## src/rtl/fddp_pkg.sv

```systemverilog
`timescale 1ns / 1ps
// Shared types, constants and literal-matching helpers for the
// form-data disposition parser. No dependencies.
package fddp_pkg;

   localparam int MAX_LEN_DEFAULT = 4096;
   localparam int OFFSET_W        = 12;
   localparam int RSP_DATA_W      = 56;

   localparam logic [OFFSET_W-1:0] LEN_SAT = {OFFSET_W{1'b1}};

   localparam logic [7:0] CH_SPACE = 8'h20;
   localparam logic [7:0] CH_SEMI  = 8'h3b;
   localparam logic [7:0] CH_EQ    = 8'h3d;
   localparam logic [7:0] CH_QUOTE = 8'h22;

   localparam logic [3:0] FORM_LEN = 4'd9;
   localparam logic [3:0] NAME_LEN = 4'd4;
   localparam logic [3:0] FILE_LEN = 4'd8;
   localparam logic [3:0] IDX_SAT  = 4'd15;

   typedef enum logic [1:0] {
      STATUS_OK       = 2'd0,
      STATUS_REJECT   = 2'd1,
      STATUS_OVERFLOW = 2'd2
   } status_type;

   typedef struct packed {
      logic                found;
      logic [OFFSET_W-1:0] start;
      logic [OFFSET_W-1:0] len;
   } span_type;

   typedef struct packed {
      status_type status;
      span_type   name;
      span_type   file;
   } result_type;

   // One byte handed from the input register to the parser.
   typedef struct packed {
      logic       fire;
      logic [7:0] data;
      logic       last;
   } step_type;

   // Match a byte against "form-data" at a given index.
   function automatic logic form_char_ok(input logic [3:0] idx, input logic [7:0] c);
      logic [7:0] exp;
      logic       hit;
      hit = 1'b1;
      case (idx)
         4'd0:    exp = "f";
         4'd1:    exp = "o";
         4'd2:    exp = "r";
         4'd3:    exp = "m";
         4'd4:    exp = "-";
         4'd5:    exp = "d";
         4'd6:    exp = "a";
         4'd7:    exp = "t";
         4'd8:    exp = "a";
         default: begin
            exp = 8'h00;
            hit = 1'b0;
         end
      endcase
      return hit && (exp == c);
   endfunction

   // Match a byte against "name".
   function automatic logic name_char_ok(input logic [3:0] idx, input logic [7:0] c);
      logic [7:0] exp;
      logic       hit;
      hit = 1'b1;
      case (idx)
         4'd0:    exp = "n";
         4'd1:    exp = "a";
         4'd2:    exp = "m";
         4'd3:    exp = "e";
         default: begin
            exp = 8'h00;
            hit = 1'b0;
         end
      endcase
      return hit && (exp == c);
   endfunction

   // Match a byte against "filename".
   function automatic logic file_char_ok(input logic [3:0] idx, input logic [7:0] c);
      logic [7:0] exp;
      logic       hit;
      hit = 1'b1;
      case (idx)
         4'd0:    exp = "f";
         4'd1:    exp = "i";
         4'd2:    exp = "l";
         4'd3:    exp = "e";
         4'd4:    exp = "n";
         4'd5:    exp = "a";
         4'd6:    exp = "m";
         4'd7:    exp = "e";
         default: begin
            exp = 8'h00;
            hit = 1'b0;
         end
      endcase
      return hit && (exp == c);
   endfunction

endpackage

```

## src/rtl/fddp_in_stage.sv

```systemverilog
`timescale 1ns / 1ps
// Input register of the parser: holds one request beat until the parser takes it.
// Depends on fddp_pkg.
module fddp_in_stage (
   input  logic              clock,
   input  logic              reset,
   input  logic              req_tvalid,
   output logic              req_tready,
   input  logic [7:0]        req_tdata,
   input  logic              req_tlast,
   input  logic              out_free,
   output fddp_pkg::step_type step
);
   import fddp_pkg::*;

   logic       valid_ff, valid_in;
   logic [7:0] data_ff;
   logic       last_ff;
   logic       fire;

   // A final byte needs a free result slot; other bytes always go.
   assign fire       = valid_ff && (!last_ff || out_free);
   assign req_tready = !valid_ff || fire;
   assign valid_in   = (req_tvalid && req_tready) || (valid_ff && !fire);

   always_ff @(posedge clock) begin
      if (reset) begin
         valid_ff <= 1'b0;
      end else begin
         valid_ff <= valid_in;
      end
   end

   always_ff @(posedge clock) begin
      if (req_tvalid && req_tready) begin
         data_ff <= req_tdata;
         last_ff <= req_tlast;
      end
   end

   assign step.fire = fire;
   assign step.data = data_ff;
   assign step.last = last_ff;

endmodule

```

## src/rtl/fddp_parse_core.sv

```systemverilog
`timescale 1ns / 1ps
// Parser state and next-state logic: segment phases, literal matching,
// span capture and the result of a final byte. Depends on fddp_pkg.
module fddp_parse_core #(
   parameter int MAX_LEN = fddp_pkg::MAX_LEN_DEFAULT
) (
   input  logic                 clock,
   input  logic                 reset,
   input  fddp_pkg::step_type   step,
   output logic                 emit,
   output fddp_pkg::result_type result
);
   import fddp_pkg::*;

   localparam int POS_W = $clog2(MAX_LEN + 1);
   localparam logic [POS_W-1:0] MaxPos = POS_W'(MAX_LEN);

   typedef enum logic [6:0] {
      PH_LEAD        = 7'b0000001,
      PH_TOKEN       = 7'b0000010,
      PH_TOKEN_SPACE = 7'b0000100,
      PH_PRE_VAL     = 7'b0001000,
      PH_VALUE       = 7'b0010000,
      PH_POST        = 7'b0100000,
      PH_BAD         = 7'b1000000
   } phase_type;

   phase_type           phase_ff, phase_in;
   logic [POS_W-1:0]    pos_ff, pos_in;
   logic                first_ff, first_in;
   logic [3:0]          idx_ff, idx_in;
   logic                bad_ff, bad_in;
   logic                kname_ff, kname_in;
   logic                kfile_ff, kfile_in;
   logic [OFFSET_W-1:0] vstart_ff, vstart_in;
   logic [OFFSET_W-1:0] vlen_ff, vlen_in;
   span_type            hname_ff, hname_in;
   span_type            hfile_ff, hfile_in;
   logic                long_ff, long_in;

   logic [7:0]          c;
   logic                parse_en;
   logic                feed_on;
   logic                do_end;
   logic                seg_ok;
   logic [POS_W-1:0]    pos_next;
   logic [POS_W+OFFSET_W-1:0] pos_wide;
   span_type            cur_span;

   assign c        = step.data;
   assign pos_next = pos_ff + 1'b1;
   assign pos_wide = {{OFFSET_W{1'b0}}, pos_next};
   assign emit     = step.fire && step.last;

   always_comb begin
      phase_in  = phase_ff;
      pos_in    = pos_ff;
      first_in  = first_ff;
      idx_in    = idx_ff;
      bad_in    = bad_ff;
      kname_in  = kname_ff;
      kfile_in  = kfile_ff;
      vstart_in = vstart_ff;
      vlen_in   = vlen_ff;
      hname_in  = hname_ff;
      hfile_in  = hfile_ff;
      long_in   = long_ff;
      seg_ok    = 1'b0;
      cur_span  = '{found: 1'b1, start: vstart_ff, len: vlen_ff};

      // Bytes past the length limit are counted as overflow, not parsed.
      parse_en = step.fire && (pos_ff < MaxPos) && !long_ff;
      feed_on  = !(bad_ff && !first_ff);
      if (step.fire) begin
         if (pos_ff >= MaxPos) begin
            long_in = 1'b1;
         end else begin
            pos_in = pos_next;
         end
      end

      if (parse_en && feed_on && (c != CH_SEMI)) begin
         if ((phase_in == PH_LEAD) && (c != CH_SPACE)) begin
            phase_in = PH_TOKEN;
         end
         case (phase_in)
            PH_TOKEN: begin
               if (c == CH_SPACE) begin
                  phase_in = PH_TOKEN_SPACE;
               end else if (!first_ff && (c == CH_EQ)) begin
                  phase_in = PH_PRE_VAL;
               end else begin
                  if (first_ff) begin
                     if (!form_char_ok(idx_ff, c)) bad_in = 1'b1;
                  end else begin
                     if (!name_char_ok(idx_ff, c)) kname_in = 1'b0;
                     if (!file_char_ok(idx_ff, c)) kfile_in = 1'b0;
                  end
                  idx_in = (idx_ff < IDX_SAT) ? idx_ff + 4'd1 : IDX_SAT;
               end
            end
            PH_TOKEN_SPACE: begin
               if (c != CH_SPACE) begin
                  if (first_ff) begin
                     bad_in = 1'b1;
                  end else if (c == CH_EQ) begin
                     phase_in = PH_PRE_VAL;
                  end else begin
                     phase_in = PH_BAD;
                  end
               end
            end
            PH_PRE_VAL: begin
               if (c == CH_QUOTE) begin
                  phase_in  = PH_VALUE;
                  vstart_in = pos_wide[OFFSET_W-1:0];
                  vlen_in   = '0;
               end else if (c != CH_SPACE) begin
                  phase_in = PH_BAD;
               end
            end
            PH_VALUE: begin
               if (c == CH_QUOTE) begin
                  phase_in = PH_POST;
               end else if (vlen_ff < LEN_SAT) begin
                  vlen_in = vlen_ff + 1'b1;
               end
            end
            PH_POST: begin
               if (c != CH_SPACE) phase_in = PH_BAD;
            end
            default: begin
            end
         endcase
      end

      // Close the segment on ';' or at the final byte of the value.
      do_end = parse_en && (((c == CH_SEMI) && feed_on) || (step.last && (c != CH_SEMI)));
      if (do_end) begin
         if (first_in) begin
            seg_ok = ((phase_in == PH_TOKEN) || (phase_in == PH_TOKEN_SPACE)) &&
                     !bad_in && (idx_in == FORM_LEN);
            if (!seg_ok) bad_in = 1'b1;
            first_in = 1'b0;
         end else if (phase_in == PH_POST) begin
            if (kname_in && (idx_in == NAME_LEN)) begin
               hname_in = cur_span;
            end else if (kfile_in && (idx_in == FILE_LEN)) begin
               hfile_in = cur_span;
            end
         end
         phase_in = PH_LEAD;
         idx_in   = '0;
         kname_in = 1'b1;
         kfile_in = 1'b1;
      end

      // Result of the final byte, from the state after this byte.
      if (long_in) begin
         result = '{status: STATUS_OVERFLOW, name: '0, file: '0};
      end else if (bad_in) begin
         result = '{status: STATUS_REJECT, name: '0, file: '0};
      end else begin
         result = '{status: STATUS_OK, name: hname_in, file: hfile_in};
      end

      // Drop all state once the value ends.
      if (emit) begin
         phase_in  = PH_LEAD;
         pos_in    = '0;
         first_in  = 1'b1;
         idx_in    = '0;
         bad_in    = 1'b0;
         kname_in  = 1'b1;
         kfile_in  = 1'b1;
         vstart_in = '0;
         vlen_in   = '0;
         hname_in  = '0;
         hfile_in  = '0;
         long_in   = 1'b0;
      end
   end

   always_ff @(posedge clock) begin
      if (reset) begin
         phase_ff  <= PH_LEAD;
         pos_ff    <= '0;
         first_ff  <= 1'b1;
         idx_ff    <= '0;
         bad_ff    <= 1'b0;
         kname_ff  <= 1'b1;
         kfile_ff  <= 1'b1;
         vstart_ff <= '0;
         vlen_ff   <= '0;
         hname_ff  <= '0;
         hfile_ff  <= '0;
         long_ff   <= 1'b0;
      end else begin
         phase_ff  <= phase_in;
         pos_ff    <= pos_in;
         first_ff  <= first_in;
         idx_ff    <= idx_in;
         bad_ff    <= bad_in;
         kname_ff  <= kname_in;
         kfile_ff  <= kfile_in;
         vstart_ff <= vstart_in;
         vlen_ff   <= vlen_in;
         hname_ff  <= hname_in;
         hfile_ff  <= hfile_in;
         long_ff   <= long_in;
      end
   end

   a_long_at_limit: assert property (@(posedge clock) disable iff (reset)
      long_ff |-> (pos_ff == MaxPos))
      else $error("overflow flag set below the length limit");

   a_reject_idles: assert property (@(posedge clock) disable iff (reset)
      (bad_ff && !first_ff) |-> (phase_ff == PH_LEAD))
      else $error("parser left lead phase after rejection");

   a_final_clears: assert property (@(posedge clock) disable iff (reset)
      emit |=> ((pos_ff == '0) && first_ff && !long_ff && !hname_ff.found && !hfile_ff.found))
      else $error("state not cleared after final byte");

   a_value_not_first: assert property (@(posedge clock) disable iff (reset)
      ((phase_ff == PH_VALUE) || (phase_ff == PH_POST)) |-> !first_ff)
      else $error("quoted value inside first segment");

endmodule

```

## src/rtl/fddp_out_stage.sv

```systemverilog
`timescale 1ns / 1ps
// Result register: holds one result beat until the response side takes it.
// Depends on fddp_pkg.
module fddp_out_stage (
   input  logic                          clock,
   input  logic                          reset,
   input  logic                          load,
   input  fddp_pkg::result_type          result,
   output logic                          out_free,
   output logic                          rsp_tvalid,
   input  logic                          rsp_tready,
   output logic [fddp_pkg::RSP_DATA_W-1:0] rsp_tdata
);
   import fddp_pkg::*;

   logic       valid_ff, valid_in;
   result_type res_ff;

   assign out_free = !valid_ff || rsp_tready;
   assign valid_in = load || (valid_ff && !rsp_tready);

   always_ff @(posedge clock) begin
      if (reset) begin
         valid_ff <= 1'b0;
      end else begin
         valid_ff <= valid_in;
      end
   end

   always_ff @(posedge clock) begin
      if (load) begin
         res_ff <= result;
      end
   end

   assign rsp_tvalid = valid_ff;
   assign rsp_tdata  = {4'b0000,
                        res_ff.file.len, res_ff.file.start, res_ff.file.found,
                        res_ff.name.len, res_ff.name.start, res_ff.name.found,
                        res_ff.status};

   a_fail_is_empty: assert property (@(posedge clock) disable iff (reset)
      (valid_ff && (res_ff.status != STATUS_OK)) |->
         ((res_ff.name == '0) && (res_ff.file == '0)))
      else $error("failed result carries span fields");

endmodule

```

## src/rtl/form_data_disposition_parser.sv

```systemverilog
`timescale 1ns / 1ps
// Timing: a non-final byte is parsed the cycle after it is accepted; a final byte
// waits for a free result register, which then holds its result for the rsp side.
// Throughput: one byte per cycle, set by the single parse stage between the input
// and result registers; a final byte waits while a full result is not yet taken.
// Reset: synchronous, active high; clears the handshake state and all parser state.
// Depends on fddp_pkg, fddp_in_stage, fddp_parse_core and fddp_out_stage.
module form_data_disposition_parser #(
   parameter int MAX_LEN = fddp_pkg::MAX_LEN_DEFAULT
) (
   input  logic                            clock,
   input  logic                            reset,
   // Request beats: one byte of the disposition value each.
   input  logic                            req_tvalid,
   output logic                            req_tready,
   input  logic [7:0]                      req_tdata,   // [7:0] in_byte
   input  logic                            req_tlast,   // is_final
   // Result beats: one per value, on its final byte.
   output logic                            rsp_tvalid,
   input  logic                            rsp_tready,
   // [1:0] status, [2] name_found, [14:3] name_start, [26:15] name_len,
   // [27] file_found, [39:28] file_start, [51:40] file_len, [55:52] zero
   output logic [fddp_pkg::RSP_DATA_W-1:0] rsp_tdata
);
   import fddp_pkg::*;

   step_type   step;
   result_type result;
   logic       emit;
   logic       out_free;

   // Hold the incoming beat; advance it whenever the parser can take it.
   fddp_in_stage u_in (
      .clock      (clock),
      .reset      (reset),
      .req_tvalid (req_tvalid),
      .req_tready (req_tready),
      .req_tdata  (req_tdata),
      .req_tlast  (req_tlast),
      .out_free   (out_free),
      .step       (step)
   );

   // Advance the segment parser by one byte; build the result on the final byte.
   fddp_parse_core #(
      .MAX_LEN (MAX_LEN)
   ) u_core (
      .clock  (clock),
      .reset  (reset),
      .step   (step),
      .emit   (emit),
      .result (result)
   );

   // Hold the result beat until the response side takes it.
   fddp_out_stage u_out (
      .clock      (clock),
      .reset      (reset),
      .load       (emit),
      .result     (result),
      .out_free   (out_free),
      .rsp_tvalid (rsp_tvalid),
      .rsp_tready (rsp_tready),
      .rsp_tdata  (rsp_tdata)
   );

endmodule
```

## config.mk

```make
export PLATFORM = sky130hd
export DESIGN_NAME = form_data_disposition_parser
export DESIGN_NICKNAME = d
export VERILOG_FILES = /design/src/rtl/fddp_pkg.sv /design/src/rtl/fddp_in_stage.sv /design/src/rtl/fddp_parse_core.sv /design/src/rtl/fddp_out_stage.sv /design/src/rtl/form_data_disposition_parser.sv
export SDC_FILE = /design/constraint.sdc
export NUM_CORES = 1
export LEC_CHECK = 0
export BUFFER_PORTS_ARGS = -buffer_cell sky130_fd_sc_hd__buf_2
export CORE_ASPECT_RATIO = 2
export CORE_MARGIN = 10
export CORE_UTILIZATION = 40
export CTS_BUF_LIST = sky130_fd_sc_hd__clkbuf_4
export DETAILED_ROUTE_END_ITERATION = 16
export PLACE_DENSITY_LB_ADDON = 0.05
export SYNTH_ARGS = -nofsm -noshare
export SYNTH_HDL_FRONTEND = slang
export SYNTH_SLANG_ARGS = --single-unit
export TNS_END_PERCENT = 5
```

## constraint.sdc

```tcl
create_clock -name clock -period 4.2 [get_ports clock]
set_clock_uncertainty 0.15 [all_clocks]
set_input_delay 0.42 -clock clock [delete_from_list [all_inputs] [get_ports clock]]
set_output_delay 0.42 -clock clock [all_outputs]
set_load 0.03 [all_outputs]
```

Yosys cells after proc, flatten, opt, wreduce, memory -nomap -nowiden

Index checks and enable logic that the tools add are counted.

Bits of input ports: 13
Flip-flop bits (word level): 166
Logic and storage cells: 210
Output and inout bits: 58

$lt $le $gt $ge: 4
Eq/ne operators: 32
Reduce and logical (&&, ||, !) cells: 51
Mux-type cells: 92
Bitwise operators: 1
Add/subtract/negate cells: 3

Operators with widths:

| kind                  | number |
|---|---|
| $mux 25               | 9 |
| $mux 8                | 15 |
| $mux 7                | 11 |
| $pmux 7 s8            | 1 |
| $mux 51               | 1 |
| $pmux 7 s7            | 1 |
| $mux 1                | 42 |
| $mux 12               | 3 |
| $pmux 7 s5            | 1 |
| $eq 8x6->1 const B    | 4 |
| $pmux 7 s4            | 1 |
| $eq 8x8->1            | 3 |
| $pmux 12 s2           | 1 |
| $logic_and 1x1->1     | 22 |
| $eq 4x3->1 const B    | 5 |
| $mux 4                | 5 |
| $ne 8x6->1 const B    | 2 |
| $eq 7x2->1 const B    | 2 |
| $eq 7x3->1 const B    | 2 |
| $eq 7x6->1 const B    | 2 |
| $add 13x1->13 const B | 1 |
| $ge 13x13->1 const B  | 1 |
| $lt 13x13->1 const B  | 1 |
| $add 12x1->12 const B | 1 |
| other kinds (25)      | 46 |

Logic depth before layout (Yosys ltp)

Depth after elaboration: 27
Gate-level depth with buffers: 12
Mapped depth without buffers: 10

Hierarchy

A second synthesis with hierarchy kept.

Cell total of the unflattened synthesis: 796
Area total of the unflattened synthesis: 7928.9 um2

Modules (own cells, without submodules):

| module          | seq. area each (um2) | area an instance (um2) | cells an instance | times used |
|---|---|---|---|---|
| fddp_parse_core | 2062.0               | 5929.4                 | 717               | 1 |
| fddp_out_stage  | 1581.5               | 1641.6                 | 61                | 1 |
| fddp_in_stage   | 290.3                | 357.8                  | 18                | 1 |

Worst setup path after synthesis

No wires, ideal clock.

Kind: register to register
Start: register u_core.phase_ff[3]
End: register u_out.res_ff, in the netlist u_out.rsp_tdata[28], data pin
Setup time: 0.283 ns
Slack: 0.785 ns
Arrival: 2.982 ns
Data required time: 3.767 ns
Stages on the path, launching flop included: 13
Period minus slack after synthesis: 3.415 ns
Path buffers: 4
Cell sequence: dfxtp_1 -> or4_1 -> buf_4 -> nor3_2 -> o21a_1 -> and2_1 -> buf_2 -> mux2i_1 -> nand4b_4 -> clkbuf_1 -> buf_2 -> o31ai_2 -> a211oi_2

Word-level cells in the longest chain between the ends: 16
Elaborated cells between the ends (all ways): 47
Those cells by class: eq/ne: 12; mux: 27; reduce/logical: 8

Ends and longest elaborated chain:

| element                                  | RTL line                                                              | RTL |
|---|---|---|
| start, declared                          | fddp_parse_core.sv:28                                                 | `phase_type phase_ff, phase_in;` |
| start signal, assigned                   | fddp_parse_core.sv:199                                                | `phase_ff <= phase_in;` |
| $eq 7x1->1                               | fddp_parse_core.sv:83                                                 | `if ((phase_in == PH_LEAD) && (c != CH_SPACE)) begin` |
| $logic_and 1x1->1                        | fddp_parse_core.sv:83                                                 |  |
| $mux 7                                   | fddp_parse_core.sv:83                                                 |  |
| $mux 7                                   | fddp_parse_core.sv:82                                                 | `if (parse_en && feed_on && (c != CH_SEMI)) begin` |
| $mux 7, on equally long branches         | n/a                                                                   |  |
| $mux 7, on equally long branches         | fddp_parse_core.sv:114, fddp_parse_core.sv:88, fddp_parse_core.sv:103 |  |
| $pmux 7 s5                               | fddp_parse_core.sv:86                                                 | `case (phase_in)` |
| $mux 7                                   | fddp_parse_core.sv:82                                                 |  |
| $eq 7x2->1 or $eq 7x3->1 (tied branches) | fddp_parse_core.sv:141                                                | `seg_ok = ((phase_in == PH_TOKEN) \|\| (phase_in == PH_TOKEN_SPACE)) &&` |
| $logic_or 1x1->1                         | fddp_parse_core.sv:141                                                |  |
| $logic_and 1x1->1                        | fddp_parse_core.sv:141                                                |  |
| $logic_and 1x1->1                        | fddp_parse_core.sv:142                                                | `!bad_in && (idx_in == FORM_LEN);` |
| $mux 1                                   | fddp_parse_core.sv:143                                                | `if (!seg_ok) bad_in = 1'b1;` |
| $mux 1                                   | fddp_parse_core.sv:140                                                | `if (first_in) begin` |
| $mux 1                                   | fddp_parse_core.sv:139                                                | `if (do_end) begin` |
| $reduce_or 2->1 (no source line)         | n/a                                                                   |  |
| end signal, assigned                     | fddp_out_stage.sv:32                                                  | `res_ff <= result;` |
| end, declared                            | fddp_out_stage.sv:17                                                  | `result_type res_ff;` |

Several ways; a longest one is shown, not always the timed one. The select of a mux whose other input is x is not followed.
A chain may end at the register's enable or synchronous reset.

Worst setup path after layout

Start: register u_in.data_ff[2]
End: register u_out.res_ff, in the netlist u_out.rsp_tdata[33], data pin

Word-level cells in the longest chain between the ends: 16
Elaborated cells between the ends (all ways): 80
Those cells by class: eq/ne: 20; mux: 43; reduce/logical: 17

Ends and longest elaborated chain:

| element                                  | RTL line                                                              | RTL |
|---|---|---|
| start, declared                          | fddp_in_stage.sv:17                                                   | `logic [7:0] data_ff;` |
| start signal, assigned                   | fddp_in_stage.sv:36                                                   | `data_ff <= req_tdata;` |
| $ne 8x6->1                               | n/a                                                                   |  |
| $logic_and 1x1->1                        | fddp_parse_core.sv:83                                                 |  |
| $mux 7                                   | fddp_parse_core.sv:83                                                 |  |
| $mux 7                                   | fddp_parse_core.sv:82                                                 |  |
| $mux 7, on equally long branches         | n/a                                                                   |  |
| $mux 7, on equally long branches         | fddp_parse_core.sv:114, fddp_parse_core.sv:88, fddp_parse_core.sv:103 |  |
| $pmux 7 s5                               | fddp_parse_core.sv:86                                                 |  |
| $mux 7                                   | fddp_parse_core.sv:82                                                 |  |
| $eq 7x2->1 or $eq 7x3->1 (tied branches) | fddp_parse_core.sv:141                                                |  |
| $logic_or 1x1->1                         | fddp_parse_core.sv:141                                                |  |
| $logic_and 1x1->1                        | fddp_parse_core.sv:141                                                |  |
| $logic_and 1x1->1                        | fddp_parse_core.sv:142                                                |  |
| $mux 1                                   | fddp_parse_core.sv:143                                                |  |
| $mux 1                                   | fddp_parse_core.sv:140                                                |  |
| $mux 1                                   | fddp_parse_core.sv:139                                                |  |
| $reduce_or 2->1 (no source line)         | n/a                                                                   |  |

Several ways; a longest one is shown, not always the timed one. The select of a mux whose other input is x is not followed.

==> flow_metrics.env <==
export IMPL_grt_pass1_wl_mm=39.4
export IMPL_root_buffer="clkbuf_4"
export IMPL_synth_most_common_cell="dfxtp_1"
export IMPL_highest_signal_layer="met4"
export IMPL_regToRegEndpoint="u_out.rsp_tdata[33]"
export IMPL_syn_avg_cell_area_um2=10.3
export IMPL_clockBufferDepth=2
export IMPL_drv_cap=0
export IMPL_drt_met1_wl_mm=8.95
export IMPL_reg2reg_depth=9
export IMPL_core_um2=20400
export IMPL_gp_congestion=0.903
export IMPL_cts_sinks=166
export IMPL_critPathKind="reg2reg"
export IMPL_hp_start="u_core.hname_ff[24]"
export IMPL_synth_common_cells="dfxtp_1 (105), a21oi_1 (71), nor2_1 (66), edfxtp_1 (61), nand4_1 (57)"
export IMPL_syn_area_um2=8280
export IMPL_slowest_stage="edfxtp_1"
export IMPL_dp_hpwl_mm=18.1
export IMPL_grt_overflow=0
export IMPL_synth_cells=803
export IMPL_min_path_cells=2
export IMPL_timing_rr_start="u_in.data_ff[2]"
export IMPL_hold_end="u_core.hname_ff[24]"
export IMPL_setup_violations=0
export IMPL_r2r_slack_ns=0.25
export IMPL_fin_nets=871
export IMPL_vias_per_cell=5.86
export IMPL_grt_pass1_vias=6695
export IMPL_drive_above_1_share_pct=24.5
export IMPL_cts_setup_buffers=0
export IMPL_status="finished clean"
export IMPL_drc_errors=0
export IMPL_synth_largest_area_cell="dfxtp_1"
export IMPL_cp_depth=9
export IMPL_via_count=6631
export IMPL_yosys_warnings=0
export IMPL_route_met3_wl_um=676
export IMPL_wl_per_cell_um=22.6
export IMPL_fmax_mhz=253
export IMPL_design_die_area_um2=27200
export IMPL_critical_path_cell_chain="nor4_2 -> nand2_1 -> o21a_1 -> and2_1 -> o21a_1 -> a2111o_2 -> buf_12 -> o31ai_1 -> a211oi_2"
export IMPL_netlist_top_cells_area="dfxtp_1 (25%), edfxtp_1 (22%), a211oi_2 (7.4%), nand4_1 (4.3%), a21oi_1 (4.3%)"
export IMPL_track_usage_pct=18.9
export IMPL_h_tree_depth=4
export IMPL_firstDrtPassIters=5
export IMPL_rsz0062_at_grt="no"
export IMPL_ys_seq_area_share_pct=47.5
export IMPL_drt_iter0_drc=433
export IMPL_max_slew_margin_pct=37.2
export IMPL_clk_pin_slew_ns=0.12
export IMPL_timing_final_hold_violations=0
export IMPL_antenna_found_initial=1
export IMPL_cp_end_kind="register"
export IMPL_period_needed_ns=3.95
export IMPL_synth_ff_type="dfxtp_1"
export IMPL_p_per_area_nw_per_um2=325
export IMPL_hold_path_class="reg2reg"
export IMPL_async_reset_ff_share_pct=0
export IMPL_p_leak_nw=2.93
export IMPL_die_h_um=223
export IMPL_setup_worst_path_start_class="register"
export IMPL_wl_met2_mm=15.1
export IMPL_fin_util_pct=45.5
export IMPL_critPathMaxStageDelay_ns=0.61
export IMPL_cp_top_family="compound AO/OA/AOI/OAI gates"
export IMPL_max_slew_worst_pin_slew_ns=0.941
export IMPL_rows=74
export IMPL_grt_max_degree=56
export IMPL_timing_critical_path_buf_inv=1
export IMPL_cts_tree="built"
export IMPL_crit_fanout=48
export IMPL_syn2layout_area_growth_pct=12.0
export IMPL_period_share_pct=94.0
export IMPL_die_w_um=122
export IMPL_ant_nets=0
export IMPL_synth_edf_count=61
export IMPL_clk_latency_ns=0.58
export IMPL_slew_violations=0
export IMPL_port_buffers=66
export IMPL_start_util_pct=40.6
export IMPL_required_ns=4.36
export IMPL_crit_top_cell="o21a_1"
export IMPL_vdd_ir_drop_max_v=0.000216
export IMPL_critPathArrivalTime_ns=4.11
export IMPL_cts_buffers_inserted=17
export IMPL_io_pins=71
export IMPL_wirelength_mm=25.6
export IMPL_setup_tns_ns=0
export IMPL_synth_seq_cells=166
export IMPL_fill_cells=1980
export IMPL_yosysTopAreaCellShare_pct=25.4
export IMPL_ys_types=72
## sequential cells by signal (all words and copies together) (netlist names), 4 cells and up
name / cells
u_out.rsp_tdata: 52
u_core.idx_ff: 4
u_in.data_ff: 8
u_core.pos_ff: 13
u_core.hname_ff: 25
u_core.vstart_ff: 12
u_core.hfile_ff: 25
u_core.phase_ff: 7
u_core.vlen_ff: 12
## worst max path at each step
| stage | start | end |
|---|---|---|
| floorplan | u_core.phase_ff[3] | u_out.rsp_tdata[28] |
| global placement | u_in.data_ff[6] | u_out.rsp_tdata[35] |
| detailed placement | u_in.data_ff[6] | u_out.rsp_tdata[33] |
| CTS | u_in.data_ff[6] | u_out.rsp_tdata[33] |
| global route | u_in.data_ff[2] | u_out.rsp_tdata[23] |
| finish | u_in.data_ff[2] | u_out.rsp_tdata[33] |
## cell type report
type | count | area (µm²) | area share (%)
Multi-Input combinational cell | 549 | 3960 | 42.7
Tap cell | 266 | 333 | 3.59
Clock buffer | 19 | 143 | 1.54
Timing Repair Buffer | 105 | 743 | 8.01
Inverter | 13 | 48.8 | 0.526
Sequential cell | 166 | 3930 | 42.4
Antenna cell | 1 | 2.50 | 0.0270
Clock inverter | 13 | 114 | 1.23
## repair_timing
action,in CTS,in global routing
endpoints found under the hold margin,11,0
endpoints found under the setup margin,0,33
hold buffers,13,0
gates resized for setup,0,1
## cells by family after synthesis
family | count (synthesis) | synth area share (%)
and+or+nand+nor | 257 | 17.3
DFF | 166 | 47.5
AOI/OAI and AO/OA | 230 | 23.6
xor gates and xnor gates | 41 | 4.34
buffers and inverters | 91 | 5.02
muxes | 11 | 1.35
adders and majority gates | 6 | 0.907
other | 1 | 0.0453
## cells in the final DEF, fill, tap and decap left out, types with 9 or more instances in the layout
| master | netlist | final |
|---|---|---|
| buf_4 | 7 | 19 |
| clkbuf_4 | 0 | 19 |
| mux2i_1 | 10 | 10 |
| and3_1 | 11 | 10 |
| inv_1 | 13 | 13 |
| a21oi_1 | 71 | 71 |
| a211oi_1 | 13 | 13 |
| buf_2 | 8 | 66 |
| o31ai_2 | 20 | 20 |
| dlygate4sd3_1 | 0 | 13 |
| edfxtp_1 | 61 | 61 |
| nor2_1 | 66 | 66 |
| nand2_1 | 26 | 25 |
| o21ai_0 | 11 | 11 |
| nor3_1 | 17 | 17 |
| o31ai_1 | 29 | 29 |
| xnor2_1 | 19 | 19 |
| nand4_1 | 57 | 57 |
| a211oi_2 | 49 | 49 |
| nand3_1 | 16 | 16 |
| nor2b_1 | 9 | 9 |
| dfxtp_1 | 105 | 105 |
| xor2_1 | 22 | 22 |
## stage by stage
step / total power [mW] / hold WS, ns / worst slack (ns) / instances / instance area [µm²]
6_report: 3.01 / 0.332 / 0.250 / 1132 / 9280
2_1_floorplan: 2.01 / 0.283 / 0.785 / 806 / 8290
3_3_place_gp: 2.13 / 0.294 / 0.163 / 1086 / 8880
5_1_grt: 3.14 / 0.341 / 0.0510 / 1132 / 9280
4_1_cts: 3.05 / 0.332 / 0.0817 / 1131 / 9270
3_5_place_dp: 2.14 / 0.302 / 0.108 / 1086 / 8880
## worst min-delay path: stages, from the launching register on
cell and delay, ns:
dfxtp_1 0.33, a31oi_1 0.05, nor2_1 0.07
## where the power goes
group	switching [mW]	leakage (nW)	total (mW)	internal [mW]
Combinational	0.279	1.43	0.387	0.108
Sequential	0.0279	1.35	1.72	1.69
Clock	0.550	0.148	0.902	0.352
Total	0.857	2.93	3.01	2.15
## routing by layer
metal | up-vias | GRT usage [%]
li1 | 3142 | -
met1 | 3304 | 18.4
met2 | 141 | 36.9
met3 | 44 | 3.44
met4 | 0 | 8.31
met5 | - | 0
Power figures use the tool's default switching activity.
